[config.mk]
export PLATFORM = sky130hd
export DESIGN_NAME = psp_fifo
export DESIGN_NICKNAME = d
export VERILOG_FILES = /design/src/hdl/psp_fifo.sv
export SDC_FILE = /design/constraint.sdc
export NUM_CORES = 1
export LEC_CHECK = 0
export BUFFER_PORTS_ARGS = -buffer_cell sky130_fd_sc_hd__buf_2
export CELL_PAD_IN_SITES_DETAIL_PLACEMENT = 0
export CELL_PAD_IN_SITES_GLOBAL_PLACEMENT = 2
export CORE_UTILIZATION = 41
export CTS_CLUSTER_DIAMETER = 60
export DETAILED_ROUTE_END_ITERATION = 8
export HOLD_SLACK_MARGIN = 0.08
export PLACE_DENSITY = 0.78
export SYNTH_ARGS = -nofsm -noshare
export SYNTH_HDL_FRONTEND = slang
export SYNTH_SLANG_ARGS = --single-unit
[constraint.sdc]
create_clock -name clk -period 2.5 [get_ports clk]
set_input_delay 0.125 -clock clk [delete_from_list [all_inputs] [get_ports clk]]
set_output_delay 0.125 -clock clk [all_outputs]
set_load 0.1 [all_outputs]
[src/hdl/psp_fifo.sv]
// ----------------------------------------------------------------------------
// Pattern word queue
// Small first-in first-out buffer of registers with push/full and pop/empty.
// ----------------------------------------------------------------------------
module psp_fifo #(
  parameter int WIDTH = 8,
  parameter int DEPTH = 4
) (
  input  logic             clk,
  input  logic             rst,
  input  logic             push,
  input  logic [WIDTH-1:0] wdata,
  output logic             full,
  input  logic             pop,
  output logic [WIDTH-1:0] rdata,
  output logic             empty
);

  localparam int PTR_BITS = (DEPTH > 1) ? $clog2(DEPTH) : 1;
  localparam int CNT_BITS = $clog2(DEPTH + 1);

  logic [WIDTH-1:0]    mem [DEPTH];
  logic [PTR_BITS-1:0] wr_ptr;
  logic [PTR_BITS-1:0] rd_ptr;
  logic [CNT_BITS-1:0] count;
  logic                do_push;
  logic                do_pop;

  assign full    = (count == CNT_BITS'(DEPTH));
  assign empty   = (count == '0);
  assign do_push = push && !full;
  assign do_pop  = pop && !empty;
  assign rdata   = mem[rd_ptr];

  always_ff @(posedge clk) begin
    if (rst) begin
      wr_ptr <= '0;
      rd_ptr <= '0;
      count  <= '0;
    end else begin
      if (do_push) begin
        wr_ptr <= (wr_ptr == PTR_BITS'(DEPTH - 1)) ? '0 : wr_ptr + PTR_BITS'(1);
      end
      if (do_pop) begin
        rd_ptr <= (rd_ptr == PTR_BITS'(DEPTH - 1)) ? '0 : rd_ptr + PTR_BITS'(1);
      end
      if (do_push && !do_pop) begin
        count <= count + CNT_BITS'(1);
      end else if (do_pop && !do_push) begin
        count <= count - CNT_BITS'(1);
      end
    end
  end

  always_ff @(posedge clk) begin
    if (do_push) begin
      mem[wr_ptr] <= wdata;
    end
  end

endmodule

==> impl_metrics.yaml <==
critical_path:
  worstPathArrival_ns: 2.52
  required_ns: 2.72
  path_max_fanout: 7
  crit_path_end_kind: "flop"
  setup.worst_path.start_class: "flop"
  rrSetupSlack_ns: 0.21
  crit_type: "flop to flop"
place:
  port_buffers: 21
  dp_hpwl_mm: 1.67
  gp_congestion: 0.700
  place_area_um2: 1790
power_and_ir_drop:
  cellPowerDensity_nw_per_um2: 1220
  vdd_drop_max_v: 0.000364
  power_leakage_uw: 0.000751
sta:
  setup_viol: 0
  final.setup.tns_ns: 0
  hold_viol: 0
  final-max-slew-violation-count: 0
  post-route-min-period_ns: 2.29
  final.setup_skew_ns: 0.00987
  relSlewSlack_pct: 64.6
  rsz0062_at_grt: "no"
  worst_pin_slew_ns: 0.530
  fmax_mhz: 436
  finalCritPeriodShare_pct: 91.7
finish:
  area_growth_pct: 22.3
  fillers: 328
  mostFrequentLayoutCell: "edfxtp_1"
  fin_area_um2: 2010
  fin_nets: 143
  antenna_cells: 0
  fin_util_pct: 53.7
  register_area_um2: 1140
  multiInputGateArea_um2: 464
  final_cell_mix: "32 x edfxtp_1, 21 x buf_2, 9 x dfxtp_1"
  drive_above_1_share_pct: 38.4
outcome:
  status: "finished, final reports clean"
route:
  drc: 0
  via_count: 844
  antenna_left: 0
  avgViaCountPerCell: 4.88
  drt-total-wl_mm: 2.46
  drt_iter0_drc: 35
  route.detailed.wl_per_inst_um: 14.2
  drtPass1Iterations: 4
cts:
  cts.sinks: 41
  cts_setup_buffers: 0
  cts_tree: "built"
  cts_root_buffer: "clkbuf_8"
  cts_buffers: 5
  cts_htree_levels: 2
  cts_max_path_buffers: 2
  clock_latency_ns: 0.29
  path_clk_slew_ns: 0.08
job:
  max_cap_viol_count: 0
logic_synthesis:
  yosys_warnings: 0
  synth_cells: 92
  avgSynthCellArea_um2: 17.9
  yosysSeqAreaShare_pct: 69.4
  ys_ff_latch: 41
  syn_nets: 111
  yosys.cell_types.count: 26
  syn-cell-area_um2: 1650
global_routing:
  grt_pass1_wl_mm: 4.04
  antenna_found_initial: 0
  grt-ovfl-total: 0
  grt.total_usage_pct: 13.5
  grt_max_degree: 15
  grt_pass1_vias: 858
floorplan:
  die_w_um: 65.4
  core-area_um2: 3740
  ioPinCount: 22
  dieArea_um2: 4270
  die_h_um: 65.4
  row_count: 22
  start_util_pct: 44.0
worst_hold_path:
  hold_path_class: "primary input to flop"
-- stage by stage --
stage / hold WS (ns) / std cells / total power (uW) / setup WS [ns]
2_1_floorplan: 0.224 / 92 / 1710 / 0.115
5_1_grt: 0.122 / 173 / 2550 / 0.0494
6_report: 0.123 / 173 / 2450 / 0.207
3_3_place_gp: 0.336 / 157 / 1820 / 0.192
3_5_place_dp: 0.343 / 157 / 1830 / 0.130
4_1_cts: 0.127 / 173 / 2470 / 0.0850
-- metal layers --
layer / GRT usage, % / part of all wire, %
met4: 5.71 / 1.0
met5: 0 / 0
met2: 22.6 / 51
met3: 4.69 / 4.5
met1: 15.8 / 43
-- registers in the layout, summed over array words and instances, names as in the netlist, named ones only --
name    count
mem        32
count       3
rd_ptr      2
wr_ptr      2
-- path summary, 6_finish.rpt --
path	startpoint	endpoint	cells after the start
worst max-delay path	count[0]$_SDFFE_PP0P_	count[2]$_SDFFE_PP0P_	9
worst min register to register	rd_ptr[0]$_SDFFE_PP0P_	rd_ptr[0]$_SDFFE_PP0P_	2
worst min-delay path	rst	count[2]$_SDFFE_PP0P_	2
worst max register to register	count[0]$_SDFFE_PP0P_	count[2]$_SDFFE_PP0P_	9
-- cells in the mapped netlist (all sizes together) --
| cell type | instances | area [um2] |
|---|---|---|
| and3 | 4 | 30.0 |
| nand3 | 2 | 10.0 |
| edfxtp | 32 | 961 |
| ha | 6 | 75.1 |
| dfxtp | 9 | 180 |
| nand2 | 1 | 3.75 |
| buf | 3 | 20.0 |
| o21ai | 2 | 10.0 |
| or3 | 2 | 13.8 |
| nor2 | 4 | 17.5 |
| nor3 | 2 | 10.0 |
| a21oi | 3 | 15.0 |
| fa | 1 | 20.0 |
| xor2 | 2 | 17.5 |
| clkinv | 1 | 8.76 |
| mux4 | 8 | 180 |
| inv | 4 | 15.0 |
| mux2i | 2 | 20.0 |
| o31ai | 2 | 25.0 |
| or3b | 1 | 8.76 |
| clkbuf | 1 | 3.75 |
-- timing repair --
| item | 4_1_cts | 5_1_grt |
|---|---|---|
| endpoints found under the setup margin | 0 | 1 |
| endpoints found under the hold margin | 32 | 0 |
| hold buffers | 8 | 0 |
| resized for setup | 0 | 1 |
-- cell type report --
type,count,area share [%]
Multi-Input combinational cell,42,23.1
Timing Repair Buffer,29,9.20
Inverter,5,1.18
Tap cell,48,2.99
Clock inverter,3,3.42
Sequential cell,41,56.7
Clock buffer,5,3.42
-- power by group --
group | total, uW | internal [uW] | leakage [uW] | switching, uW
logic | 905 | 236 | 0.000315 | 670
clock network | 625 | 402 | 0.0000687 | 223
registers | 915 | 831 | 0.000367 | 84.3
-- worst max-delay path, stage by stage (launching register included) --
cell	delay, ns
dfxtp_1	0.47
or3b_4	0.23
clkinv_4	0.06
nor2_2	0.12
ha_1	0.20
inv_1	0.06
fa_1	0.37
xor2_1	0.15
or3_2	0.41
a21oi_1	0.15
-- logic make-up (layout without fill, tap and decap cells) --
family / after synthesis / in the layout / share of synthesized area, %
AO/OA/AOI/OAI: 7 / 7 / 3.04
XOR/XNOR: 2 / 2 / 1.06
adder cells (fa/ha/maj): 7 / 7 / 5.78
buffers and inverters: 9 / 42 / 2.89
flip-flops: 41 / 41 / 69.4
multiplexers: 10 / 10 / 12.2
AND/OR/NAND/NOR: 16 / 16 / 5.70
(Power assumes the default switching activity.)
