===== config.mk =====
export PLATFORM = sky130hd
export DESIGN_NAME = psp_front
export DESIGN_NICKNAME = d
export VERILOG_FILES = /design/src/hdl/psp_pkg.sv /design/src/hdl/psp_front.sv
export SDC_FILE = /design/constraint.sdc
export NUM_CORES = 1
export LEC_CHECK = 0
export BUFFER_PORTS_ARGS = -buffer_cell sky130_fd_sc_hd__buf_2
export CAP_MARGIN = 40
export CELL_PAD_IN_SITES_DETAIL_PLACEMENT = 0
export CELL_PAD_IN_SITES_GLOBAL_PLACEMENT = 1
export CORE_ASPECT_RATIO = 1.75
export CORE_UTILIZATION = 30
export CTS_CLUSTER_SIZE = 28
export DETAILED_ROUTE_END_ITERATION = 10
export GPL_ROUTABILITY_DRIVEN = 0
export PLACE_DENSITY = 0.68
export SETUP_SLACK_MARGIN = 0.4
export SYNTH_ARGS = -nofsm -noshare
export SYNTH_HDL_FRONTEND = slang
export SYNTH_SLANG_ARGS = --single-unit

===== constraint.sdc =====
create_clock -name clk -period 6.9 [get_ports clk]
set_input_delay 0 -clock clk [delete_from_list [all_inputs] [get_ports clk]]
set_output_delay 0 -clock clk [all_outputs]
set_load 0.05 [all_outputs]

===== src/hdl/psp_pkg.sv =====
// ----------------------------------------------------------------------------
// Procedural solid pattern package
// Shared widths, codes and word layouts for the pattern block.
// ----------------------------------------------------------------------------
package psp_pkg;

  localparam int FRAC_BITS_DEF    = 16;
  localparam int CHANNEL_BITS_DEF = 8;
  localparam int COORD_BITS       = 32;
  localparam int OUT_BITS         = 8;
  localparam int MODE_BITS        = 3;
  localparam int CFG_INDEX_BITS   = 2;
  localparam int ROOT_BITS        = 32;
  localparam int SQ_BITS          = 2 * ROOT_BITS;
  localparam int QUEUE_DEPTH      = 4;
  localparam int OUT_DEPTH        = 2;

  typedef enum logic [MODE_BITS-1:0] {
    MODE_CHECKER  = 3'd0,
    MODE_STRIPE   = 3'd1,
    MODE_RING     = 3'd2,
    MODE_GRADIENT = 3'd3,
    MODE_RADIAL   = 3'd4
  } mode_t;

  typedef enum logic [CFG_INDEX_BITS-1:0] {
    CFG_MODE    = 2'd0,
    CFG_COLOR_A = 2'd1,
    CFG_COLOR_B = 2'd2
  } cfg_index_t;

  typedef enum logic [1:0] {
    KIND_FLAT   = 2'd0,
    KIND_RING   = 2'd1,
    KIND_GRAD   = 2'd2,
    KIND_RADIAL = 2'd3
  } kind_t;

  typedef struct packed {
    kind_t                 kind;
    logic                  use_b;
    logic [COORD_BITS-1:0] abs_x;
    logic [COORD_BITS-1:0] abs_z;
    logic [COORD_BITS-1:0] x;
  } front_word_t;

  typedef struct packed {
    logic [OUT_BITS-1:0] red;
    logic [OUT_BITS-1:0] green;
    logic [OUT_BITS-1:0] blue;
  } pixel_t;

endpackage


===== src/hdl/psp_front.sv =====
// ----------------------------------------------------------------------------
// Pattern front end
// Accepts points, classifies them by pattern mode and forms the parity and
// the coordinate magnitudes before handing a word to the work queue.
// ----------------------------------------------------------------------------
module psp_front #(
  parameter int FRAC_BITS = psp_pkg::FRAC_BITS_DEF
) (
  input  logic                                 clk,
  input  logic                                 rst,
  input  logic                                 push,
  output logic                                 full,
  input  logic signed [psp_pkg::COORD_BITS-1:0] point_x,
  input  logic signed [psp_pkg::COORD_BITS-1:0] point_y,
  input  logic signed [psp_pkg::COORD_BITS-1:0] point_z,
  input  logic [psp_pkg::MODE_BITS-1:0]         pattern_mode,
  output logic                                 q_push,
  input  logic                                 q_full,
  output psp_pkg::front_word_t                 q_word
);

  import psp_pkg::*;

  logic        valid;
  front_word_t word;
  front_word_t word_next;
  logic        load;

  assign full   = valid && q_full;
  assign q_push = valid && !q_full;
  assign load   = push && !full;
  assign q_word = word;

  always_ff @(posedge clk) begin
    if (rst) begin
      valid <= 1'b0;
    end else if (load) begin
      valid <= 1'b1;
    end else if (q_push) begin
      valid <= 1'b0;
    end
  end

  always_ff @(posedge clk) begin
    if (load) begin
      word <= word_next;
    end
  end

  always_comb begin
    word_next.kind  = KIND_FLAT;
    word_next.use_b = 1'b0;
    word_next.abs_x = point_x[COORD_BITS-1] ? COORD_BITS'(-point_x) : COORD_BITS'(point_x);
    word_next.abs_z = point_z[COORD_BITS-1] ? COORD_BITS'(-point_z) : COORD_BITS'(point_z);
    word_next.x     = COORD_BITS'(point_x);
    case (mode_t'(pattern_mode))
      MODE_CHECKER: begin
        word_next.use_b = point_x[FRAC_BITS] ^ point_y[FRAC_BITS] ^ point_z[FRAC_BITS];
      end
      MODE_STRIPE: begin
        word_next.use_b = point_x[FRAC_BITS];
      end
      MODE_RING: begin
        word_next.kind = KIND_RING;
      end
      MODE_GRADIENT: begin
        word_next.kind = KIND_GRAD;
      end
      MODE_RADIAL: begin
        word_next.kind = KIND_RADIAL;
      end
      default: begin
        word_next.kind = KIND_FLAT;
      end
    endcase
  end

endmodule


==> flow_metrics.env <==
export IMPL_path_cells="dlygate4sd3_1, buf_2, nor4_2, nand2_1, or4_1, nor3b_2"
export IMPL_finalSetupTns_ns=0
export IMPL_numCtsBuffers=9
export IMPL_slew_headroom=0.433
export IMPL_holdPathEnd="q_word[45]"
export IMPL_critPathRequiredTime_ns=7.09
export IMPL_cts_tree="done"
export IMPL_ys_flop_type="edfxtp_1"
export IMPL_synth_yosys_seq_area_share=0.648
export IMPL_async_flop_share=0
export IMPL_finalCritPeriodShare=0.351
export IMPL_worst_path_max_delay_cell="nor4_2"
export IMPL_ys_top_cells_by_area="edfxtp_1 (64%), xnor2_1 (12%), o41ai_1 (3.4%)"
export IMPL_setup_viol=0
export IMPL_critPathMaxFanout=10
export IMPL_drc=0
export IMPL_end_kind="flop"
export IMPL_drt_initial_drc_count=80
export IMPL_seqPwrFrac=0.468
export IMPL_cts_sinks=99
export IMPL_ant_nets=0
export IMPL_max_stage_delay_ns=0.67
export IMPL_cts_root_buffer="clkbuf_16"
export IMPL_first_pass_iters=4
export IMPL_track_usage=0.149
export IMPL_grt_overflow_total=0
export IMPL_p_int_w=0.00107
export IMPL_h_tree_depth=3
export IMPL_ir_worst_vdd_v=0.000109
export IMPL_die_w_um=95.3
export IMPL_p_comb_frac=0.223
export IMPL_synth_edf_count=98
export IMPL_drive_gt1_frac=0.371
export IMPL_fmax_ghz=0.413
export IMPL_finalCriticalPeriod_ns=2.42
export IMPL_reg2reg_depth=3
export IMPL_clock_latency_ns=0.34
export IMPL_drv_slew=0
export IMPL_vias=3501
export IMPL_diodes=0
export IMPL_clkSlewWorstSetupHoldPaths_ns=0.08
export IMPL_drv_cap=0
export IMPL_areaGrowthSynthToFinish_pct=42.1
export IMPL_grt_pass1_vias=3647
export IMPL_fin_ws_ns=4.48
export IMPL_synth_warning_count=0
export IMPL_die_area_um2=15800
export IMPL_die_h_um=165
export IMPL_finalInstanceArea_um2=6500
export IMPL_power_switching_w=0.000481
export IMPL_ys_types=34
export IMPL_grt_first_pass_wirelength_mm=17.7
export IMPL_pre_cts_slack_ns=4.60
export IMPL_io_pins=204
export IMPL_avgSynthCellArea_um2=14.3
export IMPL_tightest_slew_ns=0.850
export IMPL_p_leak_nw=2.45
export IMPL_ctsResizeCount=0
export IMPL_power_w=0.00155
export IMPL_viasPerCell=4.74
export IMPL_r2r_slack_ns=5.03
export IMPL_syn_nets=427
export IMPL_startpoint_type="input pin"
export IMPL_status="completed"
export IMPL_fin_nets=657
export IMPL_finalHoldViolCount=0
export IMPL_start_util=0.307
export IMPL_rows=59
export IMPL_synth_seq_cells=99
export IMPL_core_area_um2=14900
export IMPL_grt_setup_unrepaired="no"
export IMPL_netlist_area_um2=4570
export IMPL_synth_top_area_frac=0.643
export IMPL_post_cts_buffers=0
export IMPL_min_delay_start="point_z[13]"
export IMPL_cp_arrival_ns=2.61
export IMPL_placed_cell_area_um2=5640
export IMPL_yosysTopAreaCell="edfxtp_1"
export IMPL_wl_mm=11.7
export IMPL_max_clock_path_buffers=2
export IMPL_whs_path_depth=2
export IMPL_critical_path_class="in2reg"
export IMPL_portBuffers=172
export IMPL_pwr_share_clk=0.308
export IMPL_swShare=0.310
export IMPL_min_path_type="in2reg"
export IMPL_cts_hold_buf=58
export IMPL_grt_max_degree=64
export IMPL_synth_commonest_cells="edfxtp_1 (98), xnor2_1 (61), nand2_1 (21), o41ai_1 (18), o31ai_1 (16)"
export IMPL_reg2reg_from="valid"
export IMPL_yosysMostFrequentCell="edfxtp_1"
export IMPL_hpwl_mm=8.77
export IMPL_antenna_found_initial=0
export IMPL_syn_inst=320
export IMPL_finClkSkew_ns=0.0126
export IMPL_power_density_nw_per_um2=239
export IMPL_r2r_end="q_word[90]"
export IMPL_routedWlPerCell_um=15.8
==> cell type report <==
type	instances	area, um^2
Fill cell	1409	8410
Sequential cell	99	2960
Multi-Input combinational cell	202	1530
Timing Repair Buffer	232	1470
Tap cell	183	229
Clock buffer	9	225
Clock inverter	7	58.8
Inverter	6	22.5
==> per-stage QoR <==
step	hold slack [ns]	utilization	std cells
6_report	0.0149	0.436	738
5_1_grt	0.0133	0.436	738
4_1_cts	0.000666	0.436	738
3_5_place_dp	0.163	0.378	664
3_3_place_gp	0.163	0.377	663
2_1_floorplan	0.0724	-	320
==> how the worst max path moves through the flow <==
stage / from / end / slack [ns] / depth (start not counted)
4_1_cts: point_z[5] / q_word[63] / 4.40 / 6
2_1_floorplan: valid / q_word[10] / 1.35 / 2
3_3_place_gp: valid / q_word[5] / 4.43 / 3
6_report: point_z[3] / q_word[63] / 4.48 / 6
5_1_grt: point_x[3] / q_word[91] / 4.26 / 6
3_5_place_dp: point_z[3] / q_word[63] / 4.60 / 5
==> cells in the final DEF (no fill, tap or decap), types with 4 or more instances in the layout <==
master / count
ha_1: 4
nand2b_1: 7
nand2_1: 21
buf_2: 172
nor4_1: 6
nor2_1: 13
o41ai_1: 18
xnor2_1: 61
or2_2: 5
nor3_1: 5
dlygate4sd3_1: 58
o21ai_0: 11
or4_1: 4
or3_1: 5
inv_1: 6
o41ai_2: 6
nand4b_1: 4
o31ai_1: 16
clkbuf_16: 9
edfxtp_1: 98
==> metal layers <==
layer	routed length, um	global-route usage	up-vias
met2	6670	0.302	154
met3	745	0.0371	14
met1	4030	0.135	1652
li1	-	-	1681
met5	0	0	-
met4	239	0.0579	0
==> cells by family (layout without fill, tap and decap cells) <==
group                    count (synthesis)  count (layout)  share of synthesized area
AND/OR/NAND/NOR                         85              85                      0.106
XOR/XNOR                                61              61                      0.117
flip-flops                              99              99                      0.648
AO/OA/AOI/OAI                           52              52                      0.100
buffers and inverters                   19             254                     0.0186
adder cells (fa/ha/maj)                  4               4                     0.0109
==> critical path, delay by kind of cell <==
family / cells / cell delay, ns
buf+inv: 2 / 0.69
simple gates: 4 / 1.92
==> registers in the layout, summed over array words and instances (netlist names) <==
register,flops
q_word,98
valid,1
==> power groups by stage <==
stage          Combinational [W]  Clock (W)  Sequential [W]
2_1_floorplan          0.0000757          0        0.000896
3_3_place_gp            0.000318          0        0.000740
3_5_place_dp            0.000323          0        0.000741
4_1_cts                 0.000349   0.000500        0.000728
5_1_grt                 0.000369   0.000518        0.000732
6_report                0.000347   0.000478        0.000727
Note: power is estimated with default switching activity, not from simulation.
